File: config.mk
export PLATFORM = sky130hd
export DESIGN_NAME = swlrl_ram
export DESIGN_NICKNAME = d
export VERILOG_FILES = /design/src/rtl/core/sliding_window_log_rate_limiter_defines.svh /design/src/rtl/core/swlrl_ram.sv
export SDC_FILE = /design/constraint.sdc
export NUM_CORES = 1
export LEC_CHECK = 0
export BUFFER_PORTS_ARGS = -buffer_cell sky130_fd_sc_hd__buf_2
export CORE_ASPECT_RATIO = 1.4
export CORE_MARGIN = 4
export CORE_UTILIZATION = 31
export DETAILED_ROUTE_END_ITERATION = 7
export GPL_TIMING_DRIVEN = 0
export PLACE_DENSITY_LB_ADDON = 0.08
export SLEW_MARGIN = 30
export SYNTH_ARGS = -nofsm -noshare
export SYNTH_HDL_FRONTEND = slang
export SYNTH_SLANG_ARGS = --single-unit
File: constraint.sdc
create_clock -name i_clk -period 7.9 [get_ports i_clk]
set_input_delay 0.79 -clock i_clk [delete_from_list [all_inputs] [get_ports i_clk]]
set_output_delay 0.79 -clock i_clk [all_outputs]
set_load 0.01 [all_outputs]
File: src/rtl/core/sliding_window_log_rate_limiter_defines.svh
// Assertion macros shared by the rate limiter RTL.
`ifndef SLIDING_WINDOW_LOG_RATE_LIMITER_DEFINES_SVH
`define SLIDING_WINDOW_LOG_RATE_LIMITER_DEFINES_SVH
`ifndef NO_ASSERTIONS
// checked only out of reset
`define SWL_ASSERT(lbl, prop, msg) \
    lbl: assert property (@(posedge i_clk) disable iff (!i_rst_n) prop) else $error(msg);
// checked on every edge, reset included
`define SWL_ASSERT_ALWAYS(lbl, prop, msg) \
    lbl: assert property (@(posedge i_clk) prop) else $error(msg);
`else
`define SWL_ASSERT(lbl, prop, msg)
`define SWL_ASSERT_ALWAYS(lbl, prop, msg)
`endif
`endif

File: src/rtl/core/swlrl_ram.sv
// Generic single-write, single-read RAM with registered read data.
`default_nettype none
module swlrl_ram #(
    parameter int WIDTH = 32,
    parameter int DEPTH = 16
) (
    input  wire logic                     i_clk,
    input  wire logic                     i_we,
    input  wire logic [$clog2(DEPTH)-1:0] i_waddr,
    input  wire logic [WIDTH-1:0]         i_wdata,
    input  wire logic [$clog2(DEPTH)-1:0] i_raddr,
    output logic      [WIDTH-1:0]         o_rdata
);
    logic [WIDTH-1:0] r_mem [DEPTH];
    logic [WIDTH-1:0] r_rdata;

    always_ff @(posedge i_clk) begin
        if (i_we) begin
            r_mem[i_waddr] <= i_wdata;
        end
        r_rdata <= r_mem[i_raddr];
    end

    assign o_rdata = r_rdata;
endmodule
`default_nettype wire

==> key figures <==
Run status
  • Result of the run: complete, no violations

Timing
  • FMAX: 407 MHz
  • Total negative slack: 0 ns
  • RSZ-0062 raised after global routing: false
  • Final Cycle Share: 31.1%
  • # setup viols final: 0
  • Fin. max-slew vios: 0
  • Relative slew slack: 37.6%
  • Final worst hold slack: ~0.56 ns
  • Transition time at the pin with the least slew margin: around 0.94 ns
  • Min Clock Period, post-route: 2.46 ns
  • Number of hold-slack violations in the final timing report: 0
  • Final clock skew: ~0.010 ns

Global route
  • Wire length of the first global-routing pass: ~73 mm
  • GRT Total Usage: between 10% and 20%
  • Overflow after GRT: 0
  • Via count of the first global-routing pass: 10100
  • Number of antenna violations at the first check in global routing: 3
  • Maximum number of pins on one net before global-route repair: 17

Worst hold path
  • Worst hold path stage count: 1
  • Worst Hold Launch: i_wdata[12]
  • Class of the tightest hold or removal check: in -> reg

Die
  • Core box area: 63300 sq um
  • Height of the chip: 307 um
  • Floorplan die area: between 60000 and 70000 sq um
  • Effective utilization at floorplan: 31.4%
  • Die extent in x: 222 um
  • Floorplan row count: 109
  • I/O pin count: 74

Synth
  • Number of different library cells in the post-synthesis netlist: 18
  • Library cell occupying the most area in the post-synthesis netlist: edfxtp_1
  • Ranking of synthesized cells by instance count: edfxtp_1, mux4_2, a22oi_1
  • Biggest area contributors in the synthesized netlist: edfxtp_1, mux4_2, dfxtp_1, a22oi_1, nand2_1
  • Cells after synthesis: 838
  • Syn Std Cell Area: 19900 sq um
  • Post-synth top area share: between 70% and 80%
  • Synthesized net count: 880
  • Sequential cell area fraction in the yosys report: 80.7%
  • Count of state elements after synthesis: 544
  • Top_reg_cell synth: edfxtp_1
  • Number of enable flip-flop cells after synthesis: between 500 and 600
  • Cell with the most instances after synthesis: edfxtp_1
  • Fraction of registers with async set or reset after synthesis: 0%
  • Yosys Warn Count: 0
  • Syn_area_per_cell: 23.7 sq um

Drt
  • Count of vias placed by the detailed router: approximately 9000
  • Final ANT Viol Nets: 0
  • Routed via count divided by cell count: 4.80
  • DRC violation total after the first TritonRoute iteration: 640
  • Final routed DRC violation total: 0
  • Average routed wire per standard cell: 26.2 um
  • Sum of routed wire length over all layers: 49.8 mm
  • Detailed-routing iteration count for the pre-antenna-repair pass: 5

Placed design
  • I/O Buffers: 71
  • Cell count after placement: 1792
  • Half-perimeter wire length after placement: around 33 mm
  • Last weighted congestion value of the routability-driven placer: 0.663

Final layout
  • Share of post-route cells with drive strength above 1: 35.0%
  • Post-synthesis to final-layout area growth: 21.4%
  • Post-layout utilization of the core: 38.1%
  • Number of standard cells in the layout, taps in and fillers out: 1897
  • Net total in the final layout: 1059

Clocking
  • Clock latency reported for the late side of the worst-skew pair: ~0.6 ns
  • Number of cells upsized or downsized after cts: 0
  • CTS hold repair buffers: 0
  • Clock sink count: 544
  • Post-CTS Repair Setup Buffers: 0
  • Clock Tree Buf Depth: 3
  • Htree depth: 2
  • Clk Tree Root Cell: clkbuf_16
  • Worst-path clk slew: about 0.060 ns
  • Clock buffers created by TritonCTS: 55
  • CTS tree: yes

Setup path
  • Required time worst endpoint: 8.21 ns
  • Combined buffer and inverter count along the critical path: 4
  • Slowest stage delay, CP: 0.59 ns
  • Worst r2r path cells: 3
  • Crit-path leading delay family: simple AND/OR/NAND/NOR gates
  • Crit. Startpoint: i_waddr[2]
  • Most repeated library cell on the critical path: buf_4
  • Number of cells on the critical path: 6
  • Category of the critical setup timing path: in -> reg
  • Cell with the largest stage delay on the worst path: or3b_2
  • CP cell instances: buf_2, or3b_2, nor3_2, buf_4, buf_4, buf_4
  • Arrival time reported for the critical path endpoint: 2.76 ns
  • Reg2Reg Launch Point: r_mem[9][18]
  • Maximum fanout along the worst path: 7
  • Worst Setup End Kind: flop
  • Worst setup SP type: primary input

Pwr
  • LEAKAGE: 7.76 nW
  • Total power after layout: between 6 and 7 mW
  • Power Density: 260 nW/um^2
  • Max VDD drop: 0.000150 V

Run
  • Max-cap violations: 0
==> worst reg2reg max path, stage by stage (launching register included) <==
cell      delay [ns]
edfxtp_1        0.37
mux4_2          0.46
a22oi_1         0.31
nand2_1         0.13
==> report_power, final <==
part	total, mW	switching, mW	internal (mW)
clock	2.71	1.11	1.60
combinational	0.319	0.190	0.129
sequential	3.24	0.0147	3.23
==> final cells by class <==
type / count / area [sq um]
antenna: 1 / 2.50
buffer: 43 / 225
clock buffer: 68 / 1460
clock inverter: 36 / 409
fill: 5780 / 39200
multi-input combinational: 251 / 3730
sequential: 544 / 16000
tap: 832 / 1040
timing repair buffer: 122 / 1220
==> cells by family after synthesis <==
logic type | synth area share, %
buffers and inverters | 1.12
multiplexers | 14.5
AO/OA/AOI/OAI | 2.42
AND/OR/NAND/NOR | 1.27
flip-flops | 80.7
==> through the flow <==
stage	setup WS [ns]	area (sq um)
floorplan	3.93	19900
global placement	0.498	21300
detailed placement	4.75	22200
CTS	5.41	24100
global route	5.40	24100
finish	5.44	24100
==> state kept, by name (all words and copies together) (netlist names) <==
| signal | count |
|---|---|
| o_rdata | 32 |
| r_mem | 512 |
==> per-layer routing <==
metal / vias up / GRT usage [%] / share of wire (%)
li1: 3938 / - / -
met1: 4915 / 19.3 / 43
met2: 173 / 25.7 / 51
met3: 71 / 2.53 / 3.8
met4: 2 / 3.39 / 1.9
met5: - / 0 / 0.026
==> path summary, 6_finish.rpt <==
kind | slack [ns] | to
worst min-delay path | 0.56 | r_mem[3][12]
worst max-delay path | 5.44 | r_mem[0][0]
worst min register to register | 0.67 | o_rdata[4]
worst max register to register | 6.49 | o_rdata[18]
==> cells in the final DEF, fill, tap and decap left out, types with 9 or more instances in the layout <==
master	Yosys	routed
dfxtp_1	32	32
clkbuf_16	0	55
mux4_2	128	128
clkinv_2	0	15
a22oi_1	64	64
buf_16	0	22
buf_4	11	34
nand2_1	33	33
clkbuf_1	17	27
nor2_4	0	12
bufinv_16	0	9
buf_2	4	76
edfxtp_1	512	512
(Power assumes the default switching activity.)
